File: config.mk
export PLATFORM = sky130hd
export DESIGN_NAME = protobuf_wire_field_decoder_flat
export DESIGN_NICKNAME = d
export VERILOG_FILES = /design/src/hdl/pwfd_pkg.sv /design/src/hdl/pwfd_ifs.sv /design/src/hdl/pwfd_apb_regs.sv /design/src/hdl/pwfd_core.sv /design/src/hdl/protobuf_wire_field_decoder.sv /design/src/flat_wrapper.sv
export SDC_FILE = /design/constraint.sdc
export NUM_CORES = 1
export LEC_CHECK = 0
export ABC_CLOCK_PERIOD_IN_PS = 15050
export BUFFER_PORTS_ARGS = -buffer_cell sky130_fd_sc_hd__buf_2
export CAP_MARGIN = 25
export CORE_MARGIN = 1
export CORE_UTILIZATION = 40
export DETAILED_ROUTE_END_ITERATION = 12
export PLACE_DENSITY = 0.54
export SLEW_MARGIN = 20
export SYNTH_ARGS = -nofsm -noshare
export SYNTH_HDL_FRONTEND = slang
export SYNTH_SLANG_ARGS = --single-unit
File: constraint.sdc
create_clock -name clk -period 15.05 [get_ports clk]
set_input_delay 2.2575 -clock clk [delete_from_list [all_inputs] [get_ports clk]]
set_output_delay 2.2575 -clock clk [all_outputs]
set_load 0.01 [all_outputs]
File: src/hdl/pwfd_pkg.sv
// Shared types, codes and helper functions for the protobuf wire field decoder.
package pwfd_pkg;

    localparam logic [2:0] PH_TAG     = 3'd0;
    localparam logic [2:0] PH_VARINT  = 3'd1;
    localparam logic [2:0] PH_FIXED   = 3'd2;
    localparam logic [2:0] PH_LEN     = 3'd3;
    localparam logic [2:0] PH_PAYLOAD = 3'd4;

    localparam logic [1:0] KIND_VALUE   = 2'd0;
    localparam logic [1:0] KIND_LENGTH  = 2'd1;
    localparam logic [1:0] KIND_PAYLOAD = 2'd2;
    localparam logic [1:0] KIND_ERROR   = 2'd3;

    localparam logic [1:0] ERR_NONE      = 2'd0;
    localparam logic [1:0] ERR_TOO_LONG  = 2'd1;
    localparam logic [1:0] ERR_WIRE_TYPE = 2'd2;
    localparam logic [1:0] ERR_TRUNCATED = 2'd3;

    localparam logic [2:0] WT_VARINT  = 3'd0;
    localparam logic [2:0] WT_FIXED64 = 3'd1;
    localparam logic [2:0] WT_LEN     = 3'd2;
    localparam logic [2:0] WT_FIXED32 = 3'd5;

    localparam logic [3:0] MAX_VARINT_BYTES = 4'd10;
    localparam logic [3:0] FIXED64_BYTES    = 4'd8;
    localparam logic [3:0] FIXED32_BYTES    = 4'd4;

    localparam int         APB_ADDR_W       = 3;
    localparam logic       REG_PASS_PAYLOAD = 1'b0;

    typedef struct packed {
        logic [2:0]  phase;
        logic [63:0] acc;
        logic [3:0]  count;
        logic [60:0] field;
        logic [2:0]  wtype;
        logic [63:0] remaining;
        logic        err;
    } pwfd_state_t;

    typedef struct packed {
        logic [1:0]  kind;
        logic [60:0] field_id;
        logic [2:0]  wire_fmt;
        logic [63:0] value;
        logic [63:0] signed_value;
        logic [1:0]  error_code;
        logic        payload_last;
        logic        message_end;
    } pwfd_result_t;

    localparam pwfd_state_t STATE_RESET = '{
        phase:     PH_TAG,
        acc:       64'd0,
        count:     4'd0,
        field:     61'd0,
        wtype:     3'd0,
        remaining: 64'd0,
        err:       1'b0
    };

    function automatic logic [5:0] varint_shift(input logic [3:0] n);
        logic [5:0] prod;
        begin
            prod = 6'({2'b00, n} * 6'd7);
            return prod;
        end
    endfunction

    function automatic logic [63:0] unzigzag(input logic [63:0] v);
        begin
            return {1'b0, v[63:1]} ^ {64{v[0]}};
        end
    endfunction

endpackage

File: src/hdl/pwfd_ifs.sv
// Stream interfaces for raw message bytes and decoded field results.
interface pwfd_byte_if ();
    logic       valid;
    logic       ready;
    logic [7:0] data_byte;
    logic       last_byte;

    modport source (output valid, output data_byte, output last_byte, input ready);
    modport sink (input valid, input data_byte, input last_byte, output ready);
endinterface

interface pwfd_field_if ();
    logic               valid;
    logic               ready;
    logic [1:0]         kind;
    logic [60:0]        field_id;
    logic [2:0]         wire_fmt;
    logic [63:0]        value;
    logic signed [63:0] signed_value;
    logic [1:0]         error_code;
    logic               payload_last;
    logic               message_end;

    modport source (
        output valid, output kind, output field_id, output wire_fmt,
        output value, output signed_value, output error_code,
        output payload_last, output message_end, input ready
    );
    modport sink (
        input valid, input kind, input field_id, input wire_fmt,
        input value, input signed_value, input error_code,
        input payload_last, input message_end, output ready
    );
endinterface

File: src/hdl/pwfd_apb_regs.sv
// APB configuration register block holding the payload pass-through control.
module pwfd_apb_regs
    import pwfd_pkg::*;
(
    input  logic                  clk,
    input  logic                  rst_n,
    input  logic                  psel,
    input  logic                  penable,
    input  logic                  pwrite,
    input  logic [APB_ADDR_W-1:0] paddr,
    input  logic [31:0]           pwdata,
    output logic [31:0]           prdata,
    output logic                  pready,
    output logic                  pass_payload
);

    logic pass_payload_reg;
    logic pass_payload_next;
    logic wr_en;

    assign pready = 1'b1;
    assign wr_en  = psel && penable && pwrite && (paddr[2] == REG_PASS_PAYLOAD);

    always_comb
    begin
        pass_payload_next = pass_payload_reg;
        if (wr_en)
        begin
            pass_payload_next = pwdata[0];
        end
    end

    always_ff @(posedge clk or negedge rst_n)
    begin
        if (!rst_n)
        begin
            pass_payload_reg <= 1'b1;
        end
        else
        begin
            pass_payload_reg <= pass_payload_next;
        end
    end

    always_comb
    begin
        prdata = 32'd0;
        if (paddr[2] == REG_PASS_PAYLOAD)
        begin
            prdata = {31'd0, pass_payload_reg};
        end
    end

    assign pass_payload = pass_payload_reg;

endmodule

File: src/hdl/pwfd_core.sv
// Per-byte decode logic: next decoder state and the optional result for one byte.
module pwfd_core
    import pwfd_pkg::*;
(
    input  pwfd_state_t  state,
    input  logic [7:0]   data_byte,
    input  logic         last_byte,
    input  logic         pass_payload,
    output pwfd_state_t  state_next,
    output logic         emit,
    output pwfd_result_t result
);

    logic [63:0] vacc;
    logic [63:0] facc;
    logic [3:0]  count_inc;
    logic [3:0]  fixed_need;
    logic [63:0] rem_dec;
    logic        rem_done;
    logic        in_tag;
    logic [60:0] cur_field;
    logic [2:0]  cur_type;
    logic [2:0]  tag_type;
    logic        tag_ok;

    assign vacc       = state.acc | (64'(data_byte[6:0]) << varint_shift(state.count));
    assign facc       = state.acc | (64'(data_byte) << {state.count[2:0], 3'b000});
    assign count_inc  = state.count + 4'd1;
    assign fixed_need = (state.wtype == WT_FIXED64) ? FIXED64_BYTES : FIXED32_BYTES;
    assign rem_dec    = state.remaining - 64'd1;
    assign rem_done   = (rem_dec == 64'd0);
    assign in_tag     = (state.phase == PH_TAG);
    assign cur_field  = in_tag ? 61'd0 : state.field;
    assign cur_type   = in_tag ? 3'd0 : state.wtype;
    assign tag_type   = vacc[2:0];
    assign tag_ok     = (tag_type == WT_VARINT) || (tag_type == WT_FIXED64) ||
                        (tag_type == WT_LEN) || (tag_type == WT_FIXED32);

    always_comb
    begin
        state_next = state;
        emit       = 1'b0;
        result     = '0;

        if (state.err)
        begin
            if (last_byte)
            begin
                state_next = STATE_RESET;
            end
        end
        else
        begin
            case (state.phase)
                PH_TAG, PH_VARINT, PH_LEN:
                begin
                    if (data_byte[7])
                    begin
                        state_next.acc   = vacc;
                        state_next.count = count_inc;
                        if (count_inc >= MAX_VARINT_BYTES || last_byte)
                        begin
                            emit                = 1'b1;
                            result.kind         = KIND_ERROR;
                            result.field_id     = cur_field;
                            result.wire_fmt     = cur_type;
                            result.error_code   = (count_inc >= MAX_VARINT_BYTES) ?
                                                  ERR_TOO_LONG : ERR_TRUNCATED;
                            state_next.err      = 1'b1;
                        end
                    end
                    else
                    begin
                        state_next.acc   = 64'd0;
                        state_next.count = 4'd0;
                        if (in_tag)
                        begin
                            state_next.field = vacc[63:3];
                            state_next.wtype = tag_type;
                            if (!tag_ok || last_byte)
                            begin
                                emit                = 1'b1;
                                result.kind         = KIND_ERROR;
                                result.field_id     = vacc[63:3];
                                result.wire_fmt     = tag_type;
                                result.error_code   = tag_ok ? ERR_TRUNCATED : ERR_WIRE_TYPE;
                                state_next.err      = 1'b1;
                            end
                            else if (tag_type == WT_VARINT)
                            begin
                                state_next.phase = PH_VARINT;
                            end
                            else if (tag_type == WT_LEN)
                            begin
                                state_next.phase = PH_LEN;
                            end
                            else
                            begin
                                state_next.phase = PH_FIXED;
                            end
                        end
                        else if (state.phase == PH_VARINT)
                        begin
                            emit                = 1'b1;
                            result.kind         = KIND_VALUE;
                            result.field_id     = state.field;
                            result.wire_fmt     = state.wtype;
                            result.value        = vacc;
                            result.signed_value = unzigzag(vacc);
                            result.message_end  = last_byte;
                            state_next.phase    = PH_TAG;
                        end
                        else
                        begin
                            emit                = 1'b1;
                            result.field_id     = state.field;
                            result.wire_fmt     = state.wtype;
                            if (vacc != 64'd0 && last_byte)
                            begin
                                result.kind       = KIND_ERROR;
                                result.error_code = ERR_TRUNCATED;
                            end
                            else
                            begin
                                result.kind        = KIND_LENGTH;
                                result.value       = vacc;
                                result.message_end = last_byte;
                                if (vacc == 64'd0)
                                begin
                                    state_next.phase = PH_TAG;
                                end
                                else
                                begin
                                    state_next.remaining = vacc;
                                    state_next.phase     = PH_PAYLOAD;
                                end
                            end
                        end
                    end
                end
                PH_FIXED:
                begin
                    state_next.acc   = facc;
                    state_next.count = count_inc;
                    if (count_inc >= fixed_need)
                    begin
                        emit                = 1'b1;
                        result.kind         = KIND_VALUE;
                        result.field_id     = state.field;
                        result.wire_fmt     = state.wtype;
                        result.value        = facc;
                        result.message_end  = last_byte;
                        state_next.acc      = 64'd0;
                        state_next.count    = 4'd0;
                        state_next.phase    = PH_TAG;
                    end
                    else if (last_byte)
                    begin
                        emit                = 1'b1;
                        result.kind         = KIND_ERROR;
                        result.field_id     = state.field;
                        result.wire_fmt     = state.wtype;
                        result.error_code   = ERR_TRUNCATED;
                    end
                end
                PH_PAYLOAD:
                begin
                    state_next.remaining = rem_dec;
                    if (!rem_done && last_byte)
                    begin
                        emit                = 1'b1;
                        result.kind         = KIND_ERROR;
                        result.field_id     = state.field;
                        result.wire_fmt     = state.wtype;
                        result.error_code   = ERR_TRUNCATED;
                    end
                    else
                    begin
                        if (rem_done)
                        begin
                            state_next.phase = PH_TAG;
                        end
                        if (pass_payload)
                        begin
                            emit                = 1'b1;
                            result.kind         = KIND_PAYLOAD;
                            result.field_id     = state.field;
                            result.wire_fmt     = state.wtype;
                            result.value        = {56'd0, data_byte};
                            result.payload_last = rem_done;
                            result.message_end  = rem_done && last_byte;
                        end
                    end
                end
                default:
                begin
                    state_next = STATE_RESET;
                end
            endcase

            if (last_byte && state.phase <= PH_PAYLOAD)
            begin
                state_next = STATE_RESET;
            end
        end
    end

endmodule

File: src/hdl/protobuf_wire_field_decoder.sv
// Top level of the protobuf wire field decoder: input stage, decode state and result register.
// A byte is held in the input register; its result, if any, goes to the result register.
// One byte per cycle unless stalled; the decode state loops through one register stage.
// Ready is high while the input or result register is free or the held byte gives no result.
// Reset clears the decoder to expect a tag, drops pending bytes and results,
// and sets pass_payload to 1.
module protobuf_wire_field_decoder
    import pwfd_pkg::*;
(
    input  logic                  clk,
    input  logic                  rst_n,
    input  logic                  psel,
    input  logic                  penable,
    input  logic                  pwrite,
    input  logic [APB_ADDR_W-1:0] paddr,
    input  logic [31:0]           pwdata,
    output logic [31:0]           prdata,
    output logic                  pready,
    pwfd_byte_if.sink             byte_stream,
    pwfd_field_if.source          field_stream
);

    logic         pass_payload;
    logic         in_valid_reg;
    logic         in_valid_next;
    logic [7:0]   in_byte_reg;
    logic         in_last_reg;
    pwfd_state_t  state_reg;
    pwfd_state_t  state_next;
    pwfd_state_t  core_state;
    logic         core_emit;
    pwfd_result_t core_result;
    logic         out_valid_reg;
    logic         out_valid_next;
    pwfd_result_t out_result_reg;
    logic         advance;
    logic         in_take;

    pwfd_apb_regs u_regs (
        .clk          (clk),
        .rst_n        (rst_n),
        .psel         (psel),
        .penable      (penable),
        .pwrite       (pwrite),
        .paddr        (paddr),
        .pwdata       (pwdata),
        .prdata       (prdata),
        .pready       (pready),
        .pass_payload (pass_payload)
    );

    pwfd_core u_core (
        .state        (state_reg),
        .data_byte    (in_byte_reg),
        .last_byte    (in_last_reg),
        .pass_payload (pass_payload),
        .state_next   (core_state),
        .emit         (core_emit),
        .result       (core_result)
    );

    assign advance           = in_valid_reg && (!out_valid_reg || field_stream.ready || !core_emit);
    assign byte_stream.ready = !in_valid_reg || advance;
    assign in_take           = byte_stream.valid && byte_stream.ready;

    always_comb
    begin
        in_valid_next = in_valid_reg;
        if (byte_stream.ready)
        begin
            in_valid_next = byte_stream.valid;
        end

        state_next = state_reg;
        if (advance)
        begin
            state_next = core_state;
        end

        out_valid_next = out_valid_reg;
        if (advance && core_emit)
        begin
            out_valid_next = 1'b1;
        end
        else if (field_stream.ready)
        begin
            out_valid_next = 1'b0;
        end
    end

    always_ff @(posedge clk or negedge rst_n)
    begin
        if (!rst_n)
        begin
            in_valid_reg  <= 1'b0;
            state_reg     <= STATE_RESET;
            out_valid_reg <= 1'b0;
        end
        else
        begin
            in_valid_reg  <= in_valid_next;
            state_reg     <= state_next;
            out_valid_reg <= out_valid_next;
        end
    end

    always_ff @(posedge clk)
    begin
        if (in_take)
        begin
            in_byte_reg <= byte_stream.data_byte;
            in_last_reg <= byte_stream.last_byte;
        end
        if (advance && core_emit)
        begin
            out_result_reg <= core_result;
        end
    end

    assign field_stream.valid        = out_valid_reg;
    assign field_stream.kind         = out_result_reg.kind;
    assign field_stream.field_id     = out_result_reg.field_id;
    assign field_stream.wire_fmt     = out_result_reg.wire_fmt;
    assign field_stream.value        = out_result_reg.value;
    assign field_stream.signed_value = $signed(out_result_reg.signed_value);
    assign field_stream.error_code   = out_result_reg.error_code;
    assign field_stream.payload_last = out_result_reg.payload_last;
    assign field_stream.message_end  = out_result_reg.message_end;

    a_last_resets: assert property (@(posedge clk) disable iff (!rst_n)
        advance && in_last_reg |=> state_reg == STATE_RESET)
        else $error("Decoder state not cleared after the last byte of a message.");

    a_error_payload_zero: assert property (@(posedge clk) disable iff (!rst_n)
        out_valid_reg && out_result_reg.kind == KIND_ERROR |->
            out_result_reg.value == 64'd0 && out_result_reg.signed_value == 64'd0 &&
            out_result_reg.error_code != ERR_NONE && !out_result_reg.message_end)
        else $error("Error result carries a value or marks a clean end.");

    a_payload_last_kind: assert property (@(posedge clk) disable iff (!rst_n)
        out_valid_reg && out_result_reg.payload_last |-> out_result_reg.kind == KIND_PAYLOAD)
        else $error("Payload-last flag set on a result that is not a payload byte.");

    a_no_result_in_error: assert property (@(posedge clk) disable iff (!rst_n)
        advance && state_reg.err |-> !core_emit)
        else $error("Result produced while an error is pending.");

    a_stall_keeps_result: assert property (@(posedge clk) disable iff (!rst_n)
        out_valid_reg && !field_stream.ready && in_valid_reg && core_emit |-> !advance)
        else $error("Input stage advanced over a held result.");

endmodule

File: src/flat_wrapper.sv
// flat-port wrapper written by rule: the top's interface ports become plain ports
module protobuf_wire_field_decoder_flat import pwfd_pkg::*;
  (clk, rst_n, psel, penable, pwrite, paddr, pwdata, prdata, pready, byte_stream_valid, byte_stream_data_byte, byte_stream_last_byte, byte_stream_ready, field_stream_valid, field_stream_kind, field_stream_field_id, field_stream_wire_fmt, field_stream_value, field_stream_signed_value, field_stream_error_code, field_stream_payload_last, field_stream_message_end, field_stream_ready);
  pwfd_byte_if byte_stream_i ();
  pwfd_field_if field_stream_i ();
  input  logic clk;
  input  logic rst_n;
  input  logic psel;
  input  logic penable;
  input  logic pwrite;
  input  logic [APB_ADDR_W-1:0] paddr;
  input  logic [31:0] pwdata;
  output logic [31:0] prdata;
  output logic pready;
  input wire logic [$bits(byte_stream_i.valid)-1:0] byte_stream_valid;
  input wire logic [$bits(byte_stream_i.data_byte)-1:0] byte_stream_data_byte;
  input wire logic [$bits(byte_stream_i.last_byte)-1:0] byte_stream_last_byte;
  output wire logic [$bits(byte_stream_i.ready)-1:0] byte_stream_ready;
  output wire logic [$bits(field_stream_i.valid)-1:0] field_stream_valid;
  output wire logic [$bits(field_stream_i.kind)-1:0] field_stream_kind;
  output wire logic [$bits(field_stream_i.field_id)-1:0] field_stream_field_id;
  output wire logic [$bits(field_stream_i.wire_fmt)-1:0] field_stream_wire_fmt;
  output wire logic [$bits(field_stream_i.value)-1:0] field_stream_value;
  output wire logic [$bits(field_stream_i.signed_value)-1:0] field_stream_signed_value;
  output wire logic [$bits(field_stream_i.error_code)-1:0] field_stream_error_code;
  output wire logic [$bits(field_stream_i.payload_last)-1:0] field_stream_payload_last;
  output wire logic [$bits(field_stream_i.message_end)-1:0] field_stream_message_end;
  input wire logic [$bits(field_stream_i.ready)-1:0] field_stream_ready;
  assign byte_stream_i.valid = byte_stream_valid;
  assign byte_stream_i.data_byte = byte_stream_data_byte;
  assign byte_stream_i.last_byte = byte_stream_last_byte;
  assign byte_stream_ready = byte_stream_i.ready;
  assign field_stream_valid = field_stream_i.valid;
  assign field_stream_kind = field_stream_i.kind;
  assign field_stream_field_id = field_stream_i.field_id;
  assign field_stream_wire_fmt = field_stream_i.wire_fmt;
  assign field_stream_value = field_stream_i.value;
  assign field_stream_signed_value = field_stream_i.signed_value;
  assign field_stream_error_code = field_stream_i.error_code;
  assign field_stream_payload_last = field_stream_i.payload_last;
  assign field_stream_message_end = field_stream_i.message_end;
  assign field_stream_i.ready = field_stream_ready;
  protobuf_wire_field_decoder u_core (.clk(clk), .rst_n(rst_n), .psel(psel), .penable(penable), .pwrite(pwrite), .paddr(paddr), .pwdata(pwdata), .prdata(prdata), .pready(pready), .byte_stream(byte_stream_i), .field_stream(field_stream_i));
endmodule
==> results_dict.tcl <==
set metrics [dict create \
    ctsResizeCount 0 \
    hold_violations 0 \
    r2r-start "u_core.state_reg[129]" \
    maxCapViolCount 0 \
    combPwrFrac_pct 52.3 \
    clk_pin_slew_ns 0.06 \
    clock_skew_ns 0.0203 \
    crit_fanout 29 \
    worstSetupPathType "flip-flop to primary output" \
    synth_common_cells "nor2_1, a21oi_1, edfxtp_1" \
    vias 21795 \
    synth_edf_count 207 \
    remaining_drc_errors 0 \
    cts_tree "done" \
    place_ws_ns 7.56 \
    async_flop_share_pct 49.5 \
    worstHoldPathCells 1 \
    cts_buffer_depth 3 \
    clock-sinks 410 \
    syn_area_um2 23800 \
    grt_pass1_wl_um 144000 \
    grt_pass1_vias 20414 \
    run_status "finished, final reports clean" \
    seq_area_frac_synth_pct 47.4 \
    worstMarginPinSlew_ns 1.11 \
    worstPathRequired_ns 12.79 \
    drt_first_pass_iters 6 \
    critical_path_arrival_ns 5.99 \
    cts_made_buffers 48 \
    drt_iter0_drc 2458 \
    syn_area_per_cell_um2 9.72 \
    yosysUniqueCellTypes 89 \
    start_kind "flip-flop" \
    drt-total-wl_um 99300 \
    antenna_found_initial 0 \
    synth_top_area_cell "edfxtp_1" \
    ant_nets 0 \
    antenna_cells 0 \
    rsz0062_at_grt "no" \
    internal_power_w 0.00299 \
    synth_top_area_share_pct 26.1 \
    holdCritPathClass "flip-flop to flip-flop" \
    yosys_most_used_dff "edfxtp_1" \
    worst_slack_ns 6.80 \
    synth.most_common_cell "nor2_1" \
    clockPowerShare_pct 19.9 \
    ys_warn_count 0 \
    port_buffers 218 \
    fmax_ghz 0.121 \
    fin_crit_ns 8.25 \
    vias_per_cell 6.41 \
    core_um2 58900 \
    nets 2655 \
    r2r-end "u_core.state_reg[39]" \
    worst_hold_path.endpoint "u_core.state_reg[83]" \
    die-area_um2 60600 \
    rows 89 \
    syn_to_final_growth_pct 13.7 \
    fp.dieW_um 246 \
    grt_use_total_pct 32.4 \
    io_pins 284 \
    largest_reg_flops 200 \
    htreeDepth 2 \
    gp_congestion 1.02 \
    r2r_cells 14 \
    synth_cells 2454 \
    power.density_nw_per_um2 212 \
    switchingPower_w 0.00276 \
    fin_crit_sh_pct 54.8 \
    worstHoldStart "u_core.state_reg[83]" \
    dieHeight_um 246 \
    power_leakage_nw 10.9 \
    hold_buffers 0 \
    dp_hpwl_um 70600 \
    synth-seq-cells 410 \
    cts_setup_buffers 0 \
    ir_drop_uv 182 \
    setup_viol 0 \
    start_util_pct 40.5 \
    yosys-top-cells-area "edfxtp_1, dfrtp_1, nor2_1" \
    cts_root_buf "clkbuf_16" \
    setup_tns_ns 0 \
    slew_viol_final 0 \
    pwr-share-seq_pct 27.8 \
    max_slew_margin_pct 25.8 \
    cp-end-kind "primary output" \
    grt_max_degree 80 \
    netSwitchingFraction_pct 48.0 \
    wire_per_inst_um 29.2 \
    grt_overflow 0 \
    clk_latency_ns 0.61 \
    drive_gt1_share_pct 17.9 \
    ff2ff_setup_slack_ns 7.35 \
]
==> cell type report <==
type                       count  area [um^2]
fill                        5662        31800
inverter                      27          101
tap                          773          967
clock buffer                  59         1240
multi-input combinational   1815        11600
timing repair buffer         285         1640
clock inverter                30          284
sequential                   410        11300
==> power by group through the flow <==
stage / Clock [W] / Sequential [W] / Combinational (W)
CTS: 0.00116 / 0.00160 / 0.00296
floorplan: 0 / 0.00168 / 0.00183
detailed placement: 0 / 0.00161 / 0.00295
global placement: 0 / 0.00161 / 0.00296
global route: 0.00121 / 0.00162 / 0.00318
finish: 0.00115 / 0.00160 / 0.00301
==> stage by stage <==
stage | area, um^2 | instances | utilization [%] | hold WS (ns) | power (W)
2_1_floorplan | 24000 | 2484 | - | 0.459 | 0.00351
3_3_place_gp | 25500 | 3305 | 43.3 | 0.467 | 0.00457
3_5_place_dp | 25500 | 3308 | 43.4 | 0.477 | 0.00457
4_1_cts | 27100 | 3397 | 46.0 | 0.490 | 0.00572
5_1_grt | 27100 | 3399 | 46.0 | 0.497 | 0.00600
6_report | 27100 | 3399 | 46.0 | 0.483 | 0.00575
==> critical path, cell delays in order, from the launching register on <==
cell and delay, ns:
dfrtp_2 0.86, ha_1 0.46, ha_1 0.24, inv_1 0.07, fa_1 0.48, xor2_1 0.60, nand2_1 0.15, a21oi_1 0.16
buf_4 0.24, a21o_1 0.23, inv_1 0.23, mux2i_1 0.54, o21ai_0 0.16, a21oi_1 0.38, a211o_1 0.22, nand4_1 0.16
buf_2 0.19
==> per-layer routing <==
layer	vias up	wire (um)	global-route usage, %
met1	11003	40700	44.1
met4	0	4850	14.6
met3	218	8640	6.08
met5	-	0	0
li1	9412	-	-
met2	1162	45200	49.9
==> cells in the final DEF, fill, tap and decap left out, types with 63 or more instances in the layout <==
cell type,instances
buf_4,63
nor3_1,108
nor2_1,373
a21oi_1,206
dfrtp_1,201
xnor2_1,87
nand2_1,83
o2bb2ai_1,130
buf_2,217
edfxtp_1,207
==> how the worst max path moves through the flow <==
stage	start	to	slack (ns)	cells after the start
finish	u_core.state_reg[129]	byte_stream_ready	6.80	16
global route	u_core.state_reg[130]	byte_stream_ready	6.48	16
CTS	u_core.state_reg[130]	byte_stream_ready	6.90	16
detailed placement	u_core.state_reg[130]	byte_stream_ready	7.56	16
global placement	u_core.state_reg[129]	u_core.state_reg[39]	7.23	13
floorplan	u_core.state_reg[130]	u_core.field_stream.error_code[0]	2.34	14
==> cell families after synthesis <==
kind of cell             synth area share, %
buffers and inverters                   4.99
XOR/XNOR                                3.97
multiplexers                            4.14
adder cells (fa/ha/maj)                 1.02
other                                 0.0315
flip-flops                              47.4
AND/OR/NAND/NOR                         17.7
AO/OA/AOI/OAI                           20.8
(Power assumes the default switching activity.)
